$ cat config.mk
export PLATFORM = sky130hd
export DESIGN_NAME = frt_front_flat
export DESIGN_NICKNAME = d
export VERILOG_FILES = /design/src/frt_pkg.sv /design/src/frt_if.sv /design/src/frt_front.sv /design/src/flat_wrapper.sv
export SDC_FILE = /design/constraint.sdc
export NUM_CORES = 1
export LEC_CHECK = 0
export BUFFER_PORTS_ARGS = -buffer_cell sky130_fd_sc_hd__clkbuf_2
export CAP_MARGIN = 20
export CORE_AREA = 2 2 291 293
export DETAILED_ROUTE_END_ITERATION = 12
export DIE_AREA = 0 0 293 295
export PLACE_DENSITY = 0.31
export SLEW_MARGIN = 0
export SYNTH_ARGS = -nofsm -noshare
export SYNTH_HDL_FRONTEND = slang
export SYNTH_SLANG_ARGS = --single-unit
$ cat constraint.sdc
create_clock -name vclk -period 5.6
set_input_delay 0.28 -clock vclk [all_inputs]
set_output_delay 0.28 -clock vclk [all_outputs]
set_load 0.01 [all_outputs]
$ cat src/frt_pkg.sv
// ----------------------------------------------------------------------------
// frt_pkg
// Shared constants, codes and types of the fragment reassembly tracker.
// ----------------------------------------------------------------------------
`default_nettype none

package frt_pkg;

  localparam int SLOTS      = 8;
  localparam int MAX_PIECES = 64;
  localparam int SLOT_W     = (SLOTS > 1) ? $clog2(SLOTS) : 1;
  localparam int PIECE_W    = (MAX_PIECES > 1) ? $clog2(MAX_PIECES) : 1;
  localparam int CNT_W      = $clog2(MAX_PIECES + 1);
  localparam int RANGE_AW   = SLOT_W + PIECE_W;
  localparam int RANGE_D    = SLOTS << PIECE_W;
  localparam int QUEUE_D    = 2;
  localparam int RESULT_LIMIT = 8;

  typedef enum logic [2:0] {
    ST_ACCEPTED      = 3'd0,
    ST_COMPLETED     = 3'd1,
    ST_INVALID       = 3'd2,
    ST_DUPLICATE     = 3'd3,
    ST_EXPIRED       = 3'd4,
    ST_EVICTED       = 3'd5,
    ST_NONE_EXPIRED  = 3'd6
  } status_t;

  typedef enum logic {
    CMD_FRAGMENT = 1'b0,
    CMD_SWEEP    = 1'b1
  } command_t;

  typedef enum logic [2:0] {
    REG_MAGIC       = 3'd0,
    REG_VERSION     = 3'd1,
    REG_HEADER_SIZE = 3'd2,
    REG_MAX_BYTES   = 3'd3,
    REG_MAX_PENDING = 3'd4,
    REG_TIMEOUT     = 3'd5
  } reg_index_t;

  typedef struct packed {
    logic [31:0] expected_magic;
    logic [15:0] expected_version;
    logic [15:0] header_size;
    logic [23:0] max_frame_bytes;
    logic [2:0]  max_pending_frames;
    logic [31:0] frame_timeout;
  } cfg_t;

  // Classified item passed from the front to the back
  typedef struct packed {
    logic               sweep;
    logic               ok;
    logic [31:0]        now_time;
    logic [63:0]        frame_id;
    logic [63:0]        frame_stamp;
    logic [23:0]        frame_size;
    logic [23:0]        byte_offset;
    logic [23:0]        payload;
    logic [PIECE_W-1:0] piece_index;
    logic [15:0]        piece_count;
  } item_t;

  typedef struct packed {
    logic [2:0]  status;
    logic [2:0]  slot;
    logic [31:0] write_offset;
    logic [63:0] frame_id;
    logic [63:0] stamp;
    logic [23:0] frame_size;
    logic [15:0] piece_count;
    logic        last;
  } result_t;

endpackage

`default_nettype wire

$ cat src/frt_if.sv
// ----------------------------------------------------------------------------
// frt_if
// Channel interfaces: fragment input, result output and register writes.
// ----------------------------------------------------------------------------
`default_nettype none

interface frt_in_if;
  logic        valid;
  logic        ready;
  logic        command;
  logic [31:0] now_time;
  logic [15:0] datagram_length;
  logic [47:0] magic_and_version;
  logic [15:0] header_length;
  logic [63:0] frame_id;
  logic [63:0] frame_stamp;
  logic [31:0] frame_size;
  logic [31:0] byte_offset;
  logic [15:0] piece_index;
  logic [15:0] piece_count;
  logic [31:0] payload_length;
  modport source (output valid, command, now_time, datagram_length, magic_and_version,
                  header_length, frame_id, frame_stamp, frame_size, byte_offset,
                  piece_index, piece_count, payload_length, input ready);
  modport sink   (input valid, command, now_time, datagram_length, magic_and_version,
                  header_length, frame_id, frame_stamp, frame_size, byte_offset,
                  piece_index, piece_count, payload_length, output ready);
endinterface


`default_nettype wire

$ cat src/frt_front.sv
// ----------------------------------------------------------------------------
// frt_front
// Accepts input items and checks the header fields against the registers.
// ----------------------------------------------------------------------------
`default_nettype none

module frt_front (
  frt_in_if.sink              frag,
  input  wire frt_pkg::cfg_t  cfg,
  input  wire logic           q_full,
  output      logic           q_push,
  output      frt_pkg::item_t q_item
);

  logic [32:0] body_len;
  logic [31:0] room;
  logic        ok;

  assign body_len = {17'd0, frag.datagram_length} - {17'd0, frag.header_length};
  assign room     = frag.frame_size - frag.byte_offset;

  always_comb begin
    ok = (frag.magic_and_version[47:16] == cfg.expected_magic)
      && (frag.magic_and_version[15:0] == cfg.expected_version)
      && (frag.header_length == cfg.header_size)
      && (frag.datagram_length >= cfg.header_size)
      && (frag.frame_size != 32'd0)
      && (frag.frame_size <= {8'd0, cfg.max_frame_bytes})
      && (frag.piece_count != 16'd0)
      && (frag.piece_count <= 16'(frt_pkg::MAX_PIECES))
      && (frag.piece_index < frag.piece_count)
      && (frag.payload_length != 32'd0)
      && ({1'b0, frag.payload_length} == body_len)
      && (frag.byte_offset <= frag.frame_size)
      && (frag.payload_length <= room);
  end

  assign frag.ready = !q_full;
  assign q_push     = frag.valid && !q_full;

  always_comb begin
    q_item.sweep       = (frag.command == frt_pkg::CMD_SWEEP);
    q_item.ok          = ok;
    q_item.now_time    = frag.now_time;
    q_item.frame_id    = frag.frame_id;
    q_item.frame_stamp = frag.frame_stamp;
    q_item.frame_size  = frag.frame_size[23:0];
    q_item.byte_offset = frag.byte_offset[23:0];
    q_item.payload     = frag.payload_length[23:0];
    q_item.piece_index = frag.piece_index[frt_pkg::PIECE_W-1:0];
    q_item.piece_count = frag.piece_count;
  end

endmodule

`default_nettype wire

$ cat src/flat_wrapper.sv
// flat-port wrapper written by rule: the top's interface ports become plain ports
module frt_front_flat 
  (cfg, q_full, q_push, q_item, frag_valid, frag_command, frag_now_time, frag_datagram_length, frag_magic_and_version, frag_header_length, frag_frame_id, frag_frame_stamp, frag_frame_size, frag_byte_offset, frag_piece_index, frag_piece_count, frag_payload_length, frag_ready);
  frt_in_if frag_i ();
  input  wire frt_pkg::cfg_t cfg;
  input  wire logic q_full;
  output      logic q_push;
  output      frt_pkg::item_t q_item;
  input wire logic [$bits(frag_i.valid)-1:0] frag_valid;
  input wire logic [$bits(frag_i.command)-1:0] frag_command;
  input wire logic [$bits(frag_i.now_time)-1:0] frag_now_time;
  input wire logic [$bits(frag_i.datagram_length)-1:0] frag_datagram_length;
  input wire logic [$bits(frag_i.magic_and_version)-1:0] frag_magic_and_version;
  input wire logic [$bits(frag_i.header_length)-1:0] frag_header_length;
  input wire logic [$bits(frag_i.frame_id)-1:0] frag_frame_id;
  input wire logic [$bits(frag_i.frame_stamp)-1:0] frag_frame_stamp;
  input wire logic [$bits(frag_i.frame_size)-1:0] frag_frame_size;
  input wire logic [$bits(frag_i.byte_offset)-1:0] frag_byte_offset;
  input wire logic [$bits(frag_i.piece_index)-1:0] frag_piece_index;
  input wire logic [$bits(frag_i.piece_count)-1:0] frag_piece_count;
  input wire logic [$bits(frag_i.payload_length)-1:0] frag_payload_length;
  output wire logic [$bits(frag_i.ready)-1:0] frag_ready;
  assign frag_i.valid = frag_valid;
  assign frag_i.command = frag_command;
  assign frag_i.now_time = frag_now_time;
  assign frag_i.datagram_length = frag_datagram_length;
  assign frag_i.magic_and_version = frag_magic_and_version;
  assign frag_i.header_length = frag_header_length;
  assign frag_i.frame_id = frag_frame_id;
  assign frag_i.frame_stamp = frag_frame_stamp;
  assign frag_i.frame_size = frag_frame_size;
  assign frag_i.byte_offset = frag_byte_offset;
  assign frag_i.piece_index = frag_piece_index;
  assign frag_i.piece_count = frag_piece_count;
  assign frag_i.payload_length = frag_payload_length;
  assign frag_ready = frag_i.ready;
  frt_front u_core (.frag(frag_i), .cfg(cfg), .q_full(q_full), .q_push(q_push), .q_item(q_item));
endmodule
Word level (Yosys, flattened, before mapping)
Index checks and enable logic that the tools add are counted.
Cells by class
  add/subtract/negate cells: 2
  order comparisons: 6
  equality and inequality tests: 4
  reductions and logical operators: 17
Operators by type and width (number)
  $le A32 B32 Y1: 2
  $reduce_bool A32 Y1: 2
  $eq A32 B33 Y1: 1
  $eq A16 B16 Y1: 2
  $eq A32 B32 Y1: 1
  $le A32 B24 Y1: 1
  $sub A32 B32 Y32: 1
  $sub A16 B16 Y17: 1
  $ge A16 B16 Y1: 1
  $le A16 B7 Y1 const B: 1
  $lt A16 B16 Y1: 1
  $reduce_bool A16 Y1: 1
  $logic_and A1 B1 Y1: 13
  $logic_not A1 Y1: 1
Word-level totals
  flip-flop bits (word level): 0
  input bits: 494
  output and inout bits: 258
  word-level logic and storage cells: 29

Depth between registers and ports, before layout
  depth after elaboration: 13
  gate-level depth with buffers: 25

Worst setup path after synthesis
No wires, ideal clock.
  path kind: input-to-output
  start point: input frag_frame_size[0]
  end point: output q_item[254] in the netlist's numbering
  arrival: 4331 ps
  required time: 5320 ps
  slack: 989 ps
  stages: 24
  path buffers: 1
  cell sequence: inv_1 ha_1 fa_1 nor2b_1 o21bai_1 a2111oi_0 o21ai_1 o21ai_1 o21ai_1 o21ai_1 a21o_1 a21o_1 xnor2_1 ha_1 nand4_1 nor4_1 nand2_1 a22oi_1 nand4_1 a211o_1 nor4_1 nand3_1 nor4_2 buf_4
On the way
  cells in the longest elaborated chain, start to end: 10
Ends and longest elaborated chain
  from (decl): RTL line flat_wrapper.sv:17  | input wire logic [$bits(frag_i.frame_size)-1:0] frag_frame_size;
  branches (longest 9 deep; another with $sub A32 B32 Y32)
  $logic_and A1 B1 Y1 (*): RTL line frt_front.sv:35  | && (frag.payload_length <= room);
  to (decl): RTL line flat_wrapper.sv:8  | output frt_pkg::item_t q_item;
Every way passes the cells marked *.

==> flow_summary_export.csv <==
group,metric,value,unit
status,outcome,"completed",
timing,setup_viol,0,
worst_hold_path,hold_class,"in2out",
setup_path,cp-start-kind,"input port",
route,wl_per_cell,19.2,µm
route,num_vias,7760,
pwr,p_leak,4.88,nW
synth,synth_nets,1681,
timing,max_slew_margin,38.4,%
synth,synth_top_area_share,25.4,%
route,drt_iter0_drc,251,
setup_path,required,5.32,ns
cells_and_area,stdcell_count,2329,
timing,hold_viol,0,
cells_and_area,nFlopsAndLatches,0,
route,drc,0,
floorplanning,die_y,295,µm
cells_and_area,final_cell_mix,"clkbuf_2 (393), ha_1 (134), inv_1 (125)",
setup_path,crit_path_max_fanout,2,
cells_and_area,final_core_util,11.6,%
timing,rsz0062_at_grt,"true",
cells_and_area,fin_nets,1882,
route,ant_nets,0,
timing,timing.fmax,187,MHz
setup_path,worstPathArrival,5.08,ns
timing,period_needed,5.36,ns
cells_and_area,syn2layout_area_growth,27.0,%
global_routing,grt_max_degree,9,
pwr,power_density,99.6,nW/µm²
cells_and_area,layout_commonest_cell,"clkbuf_2",
global_routing,overflow,0,
pwr,power,959,µW
route,viasPerCell,3.33,
synth,synthCells,1050,
synth,avgSynthCellArea,7.22,µm²
flow_run,drv_cap,0,
floorplanning,die_x,293,µm
global_routing,grt_usage,9.80,%
setup_path,crit_type,"in2out",
synth,netlist_top_cells_area,"buf_4 (25%), ha_1 (22%), xnor2_1 (8.1%)",
route,routed_wl,44600,µm
place,placed_cells_incl_taps,2327,
timing,setup_slack,0.242,ns
timing,worstMarginPinSlew,0.916,ns
global_routing,grt_antenna_before_repair,3,
timing,period_share,95.7,%
pwr,vdd_drop_max,0.0000252,V
synth,synth_top_cell_by_area,"buf_4",
place,place_ws,-0.859,ns
cells_and_area,area.sequential,0,µm²
cells_and_area,n_antenna_cell,0,
timing,maxSlewViolCount,0,
floorplanning,rows,106,
floorplanning,dieArea,86400,µm²
place,gp_congestion,0.755,
setup_path,cp-end-kind,"output pin",
floorplanning,core-area,83200,µm²
synth,yosys_warnings,0,
floorplanning,io_pins,752,
cells_and_area,final.clkbuf_count,0,
floorplanning,initial_core_util,9.12,%
place,numPortBuffers,395,
synth,synth_seq_area_share,0,%
global_routing,grt_pass1_wl,60700,µm
timing,holdWs,0.560,ns
route,first_pass_iters,4,
cells_and_area,drive_above_1_share,39.6,%
global_routing,grt_pass1_vias,8301,
synth,synth_cell_types,52,
place,place_hpwl,41800,µm
synth,syn_area,7580,µm²
==> Yosys cell counts (3+ instances only) <==
cell type,n
nor4_1,30
o21a_1,3
a211oi_1,7
a21o_1,33
xor2_1,36
o211ai_1,4
a21oi_1,71
a31oi_1,5
a2111oi_0,6
nor3_1,10
a22oi_1,3
nand2_1,40
nor2b_1,9
nand4_1,41
o21bai_1,8
ha_1,135
xnor2_1,70
o41ai_1,3
o21ai_1,18
nand3_1,23
o22ai_1,5
nor2_1,23
o31ai_1,6
o2111ai_1,3
o21ai_0,18
clkbuf_1,10
nand2b_1,12
buf_4,256
inv_1,126
a211o_1,3
==> per-stage QoR <==
stage	setup TNS [ns]	area [µm²]
finish	0	9630
global route	-0.268	9630
CTS	0	9550
detailed placement	-0.859	9460
global placement	-0.774	9460
floorplan	0	7580
==> layout make-up <==
cell class | count | area, µm²
Inverter | 126 | 475
Timing Repair Buffer | 466 | 2520
Fill cell | 9714 | 73500
Multi-Input combinational cell | 657 | 5280
Tap cell | 1080 | 1350
==> logic make-up after synthesis <==
group,synth area share (%)
AO/OA/AOI/OAI,18.2
buffers and inverters,32.2
multiplexers,0.149
adder cells (fa/ha/maj),22.8
AND/OR/NAND/NOR,14.4
XOR/XNOR,12.2
==> critical path: stages <==
cell and delay (ns):
clkbuf_2 0.12, inv_4 0.06, ha_4 0.16, fa_2 0.38, nor2b_4 0.13, o21bai_2 0.10
a2111oi_4 0.30, buf_4 0.16, o21ai_2 0.07, o21ai_2 0.13, buf_4 0.15, nand2b_4 0.12
a21o_1 0.11, a21oi_1 0.10, buf_4 0.16, xor2_1 0.13, ha_1 0.28, nand4_1 0.13
nor4_2 0.29, nand2_1 0.15, a22oi_2 0.22, buf_4 0.15, nand4_1 0.07, a211o_1 0.26
nor4_2 0.13, nand3_1 0.15, nor4_4 0.35, clkbuf_8 0.22
==> worst paths after layout <==
kind / cells past startpoint / start / slack [ns] / end
worst max-delay path: 28 / frag_frame_size[0] / 0.24 / q_item[254]
worst min-delay path: 0 / frag_frame_stamp[10] / 0.56 / q_item[104]
==> repair_timing <==
action / 4_1_cts / 5_1_grt
setup buffers: 0 / 2
gates resized for setup: 20 / 12
hold buffers: 0 / 0
endpoints found under the hold margin: 0 / 0
endpoints found under the setup margin: 1 / 1
pin swaps: 11 / 10
==> power breakdown <==
group	leakage, nW	switching, mW	internal (mW)
registers	0	0	0
clock network	0	0	0
logic	4.88	0.540	0.419
==> metal layers <==
metal | GRT usage [%] | vias to the layer above | wire, µm
met5 | 0 | - | 0
met4 | 1.64 | 0 | 828
met3 | 1.33 | 73 | 2380
met2 | 18.4 | 384 | 22400
met1 | 11.9 | 3486 | 19000
li1 | - | 3817 | -
Note: power is estimated with default switching activity, not from simulation.
