$ cat src/frt_pkg.sv
// ----------------------------------------------------------------------------
// frt_pkg
// Shared constants, codes and types of the fragment reassembly tracker.
// ----------------------------------------------------------------------------
`default_nettype none

package frt_pkg;

  localparam int SLOTS      = 8;
  localparam int MAX_PIECES = 64;
  localparam int SLOT_W     = (SLOTS > 1) ? $clog2(SLOTS) : 1;
  localparam int PIECE_W    = (MAX_PIECES > 1) ? $clog2(MAX_PIECES) : 1;
  localparam int CNT_W      = $clog2(MAX_PIECES + 1);
  localparam int RANGE_AW   = SLOT_W + PIECE_W;
  localparam int RANGE_D    = SLOTS << PIECE_W;
  localparam int QUEUE_D    = 2;
  localparam int RESULT_LIMIT = 8;

  typedef enum logic [2:0] {
    ST_ACCEPTED      = 3'd0,
    ST_COMPLETED     = 3'd1,
    ST_INVALID       = 3'd2,
    ST_DUPLICATE     = 3'd3,
    ST_EXPIRED       = 3'd4,
    ST_EVICTED       = 3'd5,
    ST_NONE_EXPIRED  = 3'd6
  } status_t;

  typedef enum logic {
    CMD_FRAGMENT = 1'b0,
    CMD_SWEEP    = 1'b1
  } command_t;

  typedef enum logic [2:0] {
    REG_MAGIC       = 3'd0,
    REG_VERSION     = 3'd1,
    REG_HEADER_SIZE = 3'd2,
    REG_MAX_BYTES   = 3'd3,
    REG_MAX_PENDING = 3'd4,
    REG_TIMEOUT     = 3'd5
  } reg_index_t;

  typedef struct packed {
    logic [31:0] expected_magic;
    logic [15:0] expected_version;
    logic [15:0] header_size;
    logic [23:0] max_frame_bytes;
    logic [2:0]  max_pending_frames;
    logic [31:0] frame_timeout;
  } cfg_t;

  // Classified item passed from the front to the back
  typedef struct packed {
    logic               sweep;
    logic               ok;
    logic [31:0]        now_time;
    logic [63:0]        frame_id;
    logic [63:0]        frame_stamp;
    logic [23:0]        frame_size;
    logic [23:0]        byte_offset;
    logic [23:0]        payload;
    logic [PIECE_W-1:0] piece_index;
    logic [15:0]        piece_count;
  } item_t;

  typedef struct packed {
    logic [2:0]  status;
    logic [2:0]  slot;
    logic [31:0] write_offset;
    logic [63:0] frame_id;
    logic [63:0] stamp;
    logic [23:0] frame_size;
    logic [15:0] piece_count;
    logic        last;
  } result_t;

endpackage

`default_nettype wire

$ cat src/frt_queue.sv
// ----------------------------------------------------------------------------
// frt_queue
// Short FIFO of classified items between the front and the back.
// ----------------------------------------------------------------------------
`default_nettype none

module frt_queue (
  input  wire logic           clk,
  input  wire logic           rst,
  input  wire logic           push,
  input  wire frt_pkg::item_t push_item,
  output      logic           full,
  input  wire logic           pop,
  output      logic           not_empty,
  output      frt_pkg::item_t head
);

  localparam int PW = (frt_pkg::QUEUE_D > 1) ? $clog2(frt_pkg::QUEUE_D) : 1;

  frt_pkg::item_t       entry [frt_pkg::QUEUE_D];
  logic [PW-1:0]        wp;
  logic [PW-1:0]        rp;
  logic [$clog2(frt_pkg::QUEUE_D+1)-1:0] fill;

  assign full      = (fill == ($clog2(frt_pkg::QUEUE_D+1))'(frt_pkg::QUEUE_D));
  assign not_empty = (fill != '0);
  assign head      = entry[rp];

  always_ff @(posedge clk) begin
    if (push) begin
      entry[wp] <= push_item;
    end
    if (rst) begin
      wp   <= '0;
      rp   <= '0;
      fill <= '0;
    end else begin
      if (push) begin
        wp <= (wp == PW'(frt_pkg::QUEUE_D - 1)) ? '0 : wp + 1'b1;
      end
      if (pop) begin
        rp <= (rp == PW'(frt_pkg::QUEUE_D - 1)) ? '0 : rp + 1'b1;
      end
      if (push && !pop) begin
        fill <= fill + 1'b1;
      end else if (pop && !push) begin
        fill <= fill - 1'b1;
      end
    end
  end

endmodule

`default_nettype wire

$ cat config.mk
export PLATFORM = sky130hd
export DESIGN_NAME = frt_queue
export DESIGN_NICKNAME = d
export VERILOG_FILES = /design/src/frt_pkg.sv /design/src/frt_queue.sv
export SDC_FILE = /design/constraint.sdc
export NUM_CORES = 1
export LEC_CHECK = 0
export BUFFER_PORTS_ARGS = -buffer_cell sky130_fd_sc_hd__buf_2
export CORE_ASPECT_RATIO = 0.7
export CORE_MARGIN = 2
export CORE_UTILIZATION = 46
export DETAILED_ROUTE_END_ITERATION = 8
export HOLD_SLACK_MARGIN = 0.02
export MAX_ROUTING_LAYER = met4
export PLACE_DENSITY = 0.72
export SLEW_MARGIN = 15
export SYNTH_ARGS = -nofsm -noshare
export SYNTH_HDL_FRONTEND = slang
export SYNTH_SLANG_ARGS = --single-unit
$ cat constraint.sdc
create_clock -name clk -period 15.8 [get_ports clk]
set_clock_uncertainty 0.15 [all_clocks]
set_input_delay 1.58 -clock clk [delete_from_list [all_inputs] [get_ports clk]]
set_output_delay 1.58 -clock clk [all_outputs]
set_load 0.1 [all_outputs]
# == After elaboration in Yosys (flattened, before gate mapping) ==
# Memory sizes are Yosys's and may differ from the RTL's. A register that Yosys moved wholly into a read port is not among the register bits.
# Index checks and enable logic that the tools add are counted.
# op_classes
add_sub_neg,4
n_mul,0
n_div,0
order_cmp,0
eq_ne,1
shift,0
muxes,8
bitwise,0
n_reduce_logical,6
# op_table
op,count
1-bit two-way mux,6
2-bit two-way mux,2
2-bit nonzero test,2
"1-bit adder, second input constant",2
"2-bit by 1-bit adder with 2-bit output, second input constant",1
"2-bit == test, second input constant",1
1-bit logical AND,2
1-bit zero test,2
"2-bit by 1-bit subtractor with 2-bit output, second input constant",1
# totals
regBits,4
latchBits,0
ramBits,512
romBits,0
inputBits,260
output_inout_bits,258
wordCells,23
memories,1
# memory_table
name,words,width,rd,rd_ports_with_merged_regs,write_ports,line,rtl
entry,2,256,1,1,1,frt_queue.sv:20,frt_pkg::item_t entry [frt_pkg::QUEUE_D];

# == Longest topological paths before layout ==
# Gate-level depths: netlist (run 1).
# logic_depth
depth_word,4
mapped_depth,5
depth_no_buf,5

# == Worst setup path before layout (run 1) ==
# Ideal clock, no wire load.
# synth_timing
path_type,in2reg
start,input push
end,memory entry[0][0] (netlist bit) (enable)
arrival_ps,12596
required_ps,14742
slack_ps,2146
path_stages,1
n_path_buf,0
cell_sequence,nor2b_1
# synth_via
elab_chain_len,2
# synth_rtl
element,line,rtl
"start, declared",frt_queue.sv:10,"input wire logic push,"
1-bit two-way mux,frt_queue.sv:30,if (push) begin
1-bit two-way mux (not written as such),frt_queue.sv:31,entry[wp] <= push_item;
"end, declared",frt_queue.sv:20,
# Every way passes these cells.

==> impl_metrics.sql, run 1 <==
INSERT INTO impl_metrics (metric_group, metric, value, unit) VALUES
('synthesis', 'synth-warning-count', '0', ''),
('grt', 'global_route_wire_length_before_repair', '58900', 'um'),
('worst_setup_path', 'worst_ep_arrival_time', '3860', 'ps'),
('final_layout', 'post-route-cell-area', '0.0233', 'mm2'),
('clock_network', 'number_of_clock_sinks_seen_by_cts', '517', ''),
('worst_setup_path', 'critPathBufInv', '3', ''),
('route', 'via_total_after_detailed_routing', '9739', ''),
('floorplan', 'boundaryPins', '518', ''),
('grt', 'gr-usage-all-layers', '18.8', '%'),
('final_layout', 'postLayoutCoreUtil', '58.2', '%'),
('sta', 'period_needed', '5590', 'ps'),
('sta', 'min_period_over_period', '35.4', '%'),
('worst_setup_path', 'critical_path_required', '14070', 'ps'),
('final_layout', 'finalNetCount', '1628', ''),
('clock_network', 'htree_levels', '2', ''),
('sta', 'final_max_slew_viols', '0', ''),
('clock_network', 'clk_latency', '540', 'ps'),
('min_path', 'hold_path_depth', '2', ''),
('job', 'number_of_maximum_capacitance_constraint_violations', '0', ''),
('placement', 'post-place-ws', '10710', 'ps'),
('sta', 'slew_headroom', '25.9', '%'),
('synthesis', 'synth_top_cell_area_share', '81.9', '%'),
('synthesis', 'synth_edf_count', '512', ''),
('route', 'totalWireLength', '40100', 'um'),
('worst_setup_path', 'worst_path_max_delay_cell', 'sky130_fd_sc_hd__buf_4', ''),
('floorplan', 'start_util', '46.9', '%'),
('worst_setup_path', 'timing.critical_path.from_type', 'register', ''),
('grt', 'number_of_antenna_violations_at_the_first_check_in_global_routing', '12', ''),
('synthesis', 'synth-main-ff-cell', 'sky130_fd_sc_hd__edfxtp_1', ''),
('outcome', 'status', 'completed', ''),
('sta', 'unrepaired_setup_endpoints_after_global_routing', 'no', ''),
('synthesis', 'synth.avg_cell_area', '22.9', 'um2'),
('pwr', 'peakVddDrop', '0.112', 'mV'),
('sta', 'setup_tns', '0', 'ps'),
('route', 'detailed_route_vias_per_instance', '5.00', ''),
('placement', 'port-buffer-count', '517', ''),
('clock_network', 'cts-root-buf', 'sky130_fd_sc_hd__clkbuf_16', ''),
('route', 'route.detailed.wl_per_inst', '20.6', 'um'),
('floorplan', 'die_span_in_x', '245', 'um'),
('min_path', 'worst_hold_startpoint', 'fill[1]', ''),
('clock_network', 'cts_inserted_buffers', '48', ''),
('grt', 'grt.overflow.total', '0', ''),
('route', 'total_iterations_of_the_first_detailed_routing_run', '6', ''),
('route', 'post-route-drc-count', '0', ''),
('sta', 'max_slew.worst_pin.slew', '1110', 'ps'),
('synthesis', 'synthTopCellsByCount', '512 x sky130_fd_sc_hd__edfxtp_1, 256 x sky130_fd_sc_hd__mux2_2, 26 x sky130_fd_sc_hd__buf_6', ''),
('clock_network', 'cts_post_setup_buffers_inserted', '0', ''),
('route', 'ant_nets', '0', ''),
('clock_network', 'cts-hold-fix-buffers', '0', ''),
('clock_network', 'tritoncts_clock_tree', 'built', ''),
('floorplan', 'design.die.area', '0.0425', 'mm2'),
('worst_setup_path', 'critical_path.cell_chain', 'buf_4 -> buf_4 -> mux2_2 -> buf_2', ''),
('synthesis', 'yosysUniqueCellTypes', '17', ''),
('sta', 'max_clock_freq', '179', 'MHz'),
('worst_setup_path', 'setup.worst_path.class', 'register to primary output', ''),
('synthesis', 'post_synth_inst_count', '818', ''),
('floorplan', 'die_y_extent', '173', 'um'),
('synthesis', 'yosysSeqAreaShare', '82.4', '%'),
('clock_network', 'clk_pin_slew', '70', 'ps'),
('pwr', 'power_density', '151', 'mW/mm2'),
('sta', 'setup_slack', '10210', 'ps'),
('worst_setup_path', 'worst_r2r_startpoint', 'wp', ''),
('placement', 'gp_routability_congestion', '0.811', ''),
('worst_setup_path', 'ff2ff_setup_slack', '12390', 'ps'),
('min_path', 'hold_end', 'fill[1]', ''),
('synthesis', 'ys_async_sr_fraction', '0', '%'),
('floorplan', 'coreArea', '0.0400', 'mm2'),
('floorplan', 'placementRows', '61', ''),
('grt', 'largest_net_degree_at_the_start_of_global_routing', '82', ''),
('synthesis', 'netlist_top_cells_area', 'sky130_fd_sc_hd__edfxtp_1 82%, sky130_fd_sc_hd__mux2_2 15%, sky130_fd_sc_hd__buf_6 1.6%, sky130_fd_sc_hd__dfxtp_1 0.53%, sky130_fd_sc_hd__xnor2_1 0.093%', ''),
('worst_setup_path', 'crit_family', 'buffers and inverters', '');
==> layer usage <==
layer	track usage (%)	share of wire [%]	vias up
met1	21.6	38	4904
met4	6.24	2.8	0
met2	30.9	50	373
met3	6.47	8.9	72
met5	-	0	-
li1	-	-	4390
==> per-stage QoR <==
step,hold WS [ps],total power [mW],instances
after CTS,373,3.54,1937
after floorplan,306,2.37,818
final,381,3.51,1949
after detailed placement,365,2.48,1852
after global routing,388,3.62,1948
after global placement,344,2.47,1852
==> placed cells by master (no fill, tap or decap) <==
| cell | count |
|---|---|
| sky130_fd_sc_hd__ha_1 | 1 |
| sky130_fd_sc_hd__buf_4 | 10 |
| sky130_fd_sc_hd__xnor2_1 | 2 |
| sky130_fd_sc_hd__inv_1 | 1 |
| sky130_fd_sc_hd__dfxtp_4 | 1 |
| sky130_fd_sc_hd__dfxtp_1 | 4 |
| sky130_fd_sc_hd__edfxtp_1 | 512 |
| sky130_fd_sc_hd__clkinv_1 | 6 |
| sky130_fd_sc_hd__and2_4 | 1 |
| sky130_fd_sc_hd__clkbuf_8 | 4 |
| sky130_fd_sc_hd__clkbuf_1 | 19 |
| sky130_fd_sc_hd__diode_2 | 12 |
| sky130_fd_sc_hd__nor2_1 | 4 |
| sky130_fd_sc_hd__buf_2 | 517 |
| sky130_fd_sc_hd__inv_6 | 2 |
| sky130_fd_sc_hd__clkinv_2 | 5 |
| sky130_fd_sc_hd__or2_2 | 1 |
| sky130_fd_sc_hd__mux2_2 | 256 |
| sky130_fd_sc_hd__a21oi_1 | 1 |
| sky130_fd_sc_hd__xor2_1 | 2 |
| sky130_fd_sc_hd__nor2b_1 | 1 |
| sky130_fd_sc_hd__or3_1 | 1 |
| sky130_fd_sc_hd__o21ai_0 | 1 |
| sky130_fd_sc_hd__clkbuf_16 | 49 |
| sky130_fd_sc_hd__nor2b_4 | 1 |
==> final cells by class <==
type / instances / area [um2]
tap: 535 / 669
timing repair buffer: 527 / 2660
clock buffer: 72 / 1350
inverter: 1 / 3.75
fill: 3030 / 16700
antenna: 12 / 30.0
multi-input combinational: 272 / 3000
clock inverter: 13 / 65.1
sequential: 517 / 15500
==> where the power goes <==
group,internal [mW],switching [mW]
clock,0.590,0.466
sequential,1.60,0.0217
combinational,0.146,0.679
==> state kept, by name (all words and copies together) (netlist names), named ones only <==
register  cells
fill          2
wp            1
entry       512
rp            1
==> worst max path at each step <==
stage	to	start
detailed placement	head[161]	register
global route	head[161]	register
floorplan	entry[0][0]	push
finish	head[161]	register
global placement	head[3]	register
CTS	head[161]	register
==> worst reg2reg max path: cells and delay by family, from the launching register on <==
kind | cells | cell delay, ps
buffers and inverters | 2 | 1670
flip-flops | 1 | 410
AND/OR/NAND/NOR | 1 | 730
==> kinds of logic (layout without fill, tap and decap cells) <==
logic type      after synthesis  after routing  share of synthesized area (%)
mux                         256            256                           15.4
simple gates                  9              9                          0.247
compound gates                2              2                         0.0533
buf+inv                      29            613                           1.65
fa+ha+maj                     1              1                         0.0666
xor+xnor                      4              4                          0.187
flops                       517            517                           82.4
other cells                   0             12                              0
(Power assumes the default switching activity.)
==> run 2, diff against run 1 <==
--- a/config.mk
+++ b/config.mk
@@ -12,7 +12,7 @@
 export DETAILED_ROUTE_END_ITERATION = 8
 export HOLD_SLACK_MARGIN = 0.02
 export MAX_ROUTING_LAYER = met4
-export PLACE_DENSITY = 0.72
+export PLACE_DENSITY = 0.74
 export SLEW_MARGIN = 15
 export SYNTH_ARGS = -nofsm -noshare
 export SYNTH_HDL_FRONTEND = slang
==> constraint.sdc (replaced) <==
create_clock -name clk -period 4.5 [get_ports clk]
set_clock_uncertainty 0.15 [all_clocks]
set_input_delay 0.45 -clock clk [delete_from_list [all_inputs] [get_ports clk]]
set_output_delay 0.45 -clock clk [all_outputs]
set_load 0.1 [all_outputs]
==> run 2 against run 1 <==
  * Critical path depth is 1 lower
  * Sequential power grew to 3.5 times the previous value
  * Sequential share of layout area is 7.2 points lower
  * Setup slack worse by 8900 ps
  * Hold slack worse by 290 ps
  * Core utilization is 7.1 points higher
  * Sequential cell count stayed put
  * Global-route usage is 3.0 points higher
  * Critical endpoint is now head[233]
  * Combinational power grew to 3.8 times the previous value
==> impl_metrics.sql, run 2 (synthesis results as in run 1) <==
INSERT INTO impl_metrics (metric_group, metric, value, unit) VALUES
('worst_setup_path', 'critical_path.cell_chain', 'buf_4 -> mux2_2 -> buf_2', ''),
('placement', 'dpl.hpwl', '27500', 'um'),
('floorplan', 'die_y_extent', '173', 'um'),
('clock_network', 'cts_repair_resize_count', '0', ''),
('placement', 'post-place-cells', '1866', ''),
('pwr', 'share_comb_of_total_power', '24.7', '%'),
('grt', 'first_global_vias', '12100', ''),
('grt', 'grt.overflow.total', '0', ''),
('pwr', 'p_seq_share', '45.0', '%'),
('pwr', 'p_sw', '4.24', 'mW'),
('grt', 'gr-usage-all-layers', '21.8', '%'),
('route', 'total_iterations_of_the_first_detailed_routing_run', '5', ''),
('placement', 'gp_routability_congestion', '0.828', ''),
('floorplan', 'start_util', '46.9', '%'),
('route', 'via_total_after_detailed_routing', '11000', ''),
('sta', 'period_needed', '3200', 'ps'),
('sta', 'hold_viol_final', '0', ''),
('worst_setup_path', 'crit_path_max_fanout', '57', ''),
('sta', 'unrepaired_setup_endpoints_after_global_routing', 'no', ''),
('placement', 'post-place-ws', '1830', 'ps'),
('pwr', 'p_clk_share', '30.3', '%'),
('worst_setup_path', 'capturing_element_type_of_the_critical_path', 'primary output', ''),
('pwr', 'power_density', '487', 'mW/mm2'),
('worst_setup_path', 'worst_path_max_delay_cell', 'sky130_fd_sc_hd__dfxtp_4', ''),
('pwr', 'total_leakage_power', '9.85', 'nW'),
('final_layout', 'finalNetCount', '1902', ''),
('worst_setup_path', 'setup.worst_path.class', 'register to primary output', ''),
('route', 'detailed_route_vias_per_instance', '4.99', ''),
('grt', 'global_route_wire_length_before_repair', '69100', 'um'),
('job', 'number_of_maximum_capacitance_constraint_violations', '0', ''),
('clock_network', 'number_of_clock_sinks_seen_by_cts', '517', ''),
('final_layout', 'insertedDiodeCount', '0', ''),
('worst_setup_path', 'timing.critical_path.from_type', 'register', ''),
('final_layout', 'final_cell_count_no_fill', '2214', ''),
('clock_network', 'cts-root-to-sink-buffers', '3', ''),
('grt', 'largest_net_degree_at_the_start_of_global_routing', '88', ''),
('final_layout', 'postLayoutCoreUtil', '65.2', '%'),
('grt', 'number_of_antenna_violations_at_the_first_check_in_global_routing', '0', ''),
('route', 'first_iter_violations', '614', ''),
('pwr', 'internal_power', '8.46', 'mW'),
('final_layout', 'post-route-cell-area', '0.0261', 'mm2'),
('route', 'route.detailed.wl_per_inst', '20.7', 'um'),
('final_layout', 'area_growth_syn_to_layout', '38.9', '%'),
('route', 'post-route-drc-count', '0', ''),
('outcome', 'status', 'completed', ''),
('worst_setup_path', 'critical_path_required', '3900', 'ps'),
('clock_network', 'clk_pin_slew', '60', 'ps'),
('sta', 'final_max_slew_viols', '0', ''),
('final_layout', 'largest_register', 'entry', ''),
('final_layout', 'mostFrequentLayoutCell', 'sky130_fd_sc_hd__buf_2', ''),
('floorplan', 'boundaryPins', '518', ''),
('sta', 'max_slew.worst_pin.slew', '857', 'ps'),
('pwr', 'net_switching_fraction_of_the_power', '33.4', '%'),
('floorplan', 'placementRows', '61', ''),
('pwr', 'peakVddDrop', '0.439', 'mV'),
('sta', 'max_clock_freq', '312', 'MHz'),
('clock_network', 'htree_levels', '2', ''),
('placement', 'dpl-instance-area', '0.0220', 'mm2'),
('floorplan', 'coreArea', '0.0400', 'mm2'),
('sta', 'setup_slack', '1300', 'ps'),
('final_layout', 'layout-drive-gt1-share', '51.6', '%'),
('min_path', 'hold_path.class', 'primary input to register', ''),
('floorplan', 'die_span_in_x', '245', 'um'),
('worst_setup_path', 'crit_family', 'flip-flops', ''),
('sta', 'min_period_over_period', '71.2', '%'),
('floorplan', 'design.die.area', '0.0425', 'mm2'),
('final_layout', 'largest_register_ff_count', '512', ''),
('final_layout', 'layout.cells.most_common_list', '517 x sky130_fd_sc_hd__buf_2, 512 x sky130_fd_sc_hd__edfxtp_1, 259 x sky130_fd_sc_hd__dlygate4sd3_1', ''),
('sta', 'setup_viol', '0', ''),
('worst_setup_path', 'critPathBufInv', '2', ''),
('route', 'ant_nets', '0', ''),
('worst_setup_path', 'ff2ff_setup_slack', '2320', 'ps'),
('final_layout', 'biggest_registers_after_layout', 'entry: 512 flops, fill: 2 flops', ''),
('clock_network', 'clk_latency', '540', 'ps'),
('worst_setup_path', 'cp_slowest_stage_delay', '920', 'ps'),
('placement', 'port-buffer-count', '517', ''),
('sta', 'slew_headroom', '42.8', '%'),
('worst_setup_path', 'worst_ep_arrival_time', '2600', 'ps'),
('clock_network', 'cts-root-buf', 'sky130_fd_sc_hd__clkbuf_16', ''),
('route', 'totalWireLength', '45800', 'um'),
('clock_network', 'tritoncts_clock_tree', 'built', ''),
('clock_network', 'cts_inserted_buffers', '48', '');
## run 2: cell types whose count changed in the layout (fill, tap and decap cells not counted), sizes merged
cell         before  now
clkinv           11   17
dlygate4sd3       0  259
diode            12    0
clkbuf           72   67
inv               3    2
buf             527  542
clkinvlp          0    1
bufinv            0    2
## run 2: area by class of cell
class,instances,area [um2]
clock buffer,67,1300
fill,2616,13900
timing repair buffer,801,5470
clock inverter,21,159
tap,535,669
sequential,517,15500
inverter,1,3.75
multi-input combinational,272,3000
## run 2: what timing repair did
action	4_1_cts	5_1_grt
hold buffers	259	0
hold endpoints to repair	517	0
setup endpoints to repair	0	0
buffers inserted	0	0
## run 2: worst reg2reg max path: stages, from the launching register on
cell and delay [ps]:
sky130_fd_sc_hd__dfxtp_1 410, sky130_fd_sc_hd__and2_4 660, sky130_fd_sc_hd__buf_12 450
## run 2: worst paths after layout
kind                 start            end  depth (start not counted)
setup / recovery  register      head[233]                          3
hold / removal         pop             rp                          3
setup reg to reg        wp  entry[1][148]                          2
hold reg to reg         rp             rp                          2
## run 2: per-stage QoR
step | total power, mW | hold slack [ps] | TNS, ps
global route | 13.1 | 93.7 | 0
floorplan | 8.25 | 306 | -93060
detailed placement | 8.75 | 360 | 0
finish | 12.7 | 87.5 | 0
global placement | 8.71 | 331 | 0
CTS | 12.7 | 45.5 | 0
## run 2: power by group through the flow
| stage | registers [mW] | clock network (mW) | logic, mW |
|---|---|---|---|
| after floorplan | 5.80 | 0 | 2.45 |
| final | 5.71 | 3.84 | 3.14 |
| after CTS | 5.71 | 3.90 | 3.13 |
| after global routing | 5.74 | 4.12 | 3.23 |
| after global placement | 5.80 | 0 | 2.91 |
| after detailed placement | 5.81 | 0 | 2.93 |
## run 2: per-layer routing
layer  global-route usage [%]  share of wire, %
met2                     37.8                52
met1                     25.3                38
met4                     6.46               2.6
met5                        -                 0
met3                     5.09               7.3
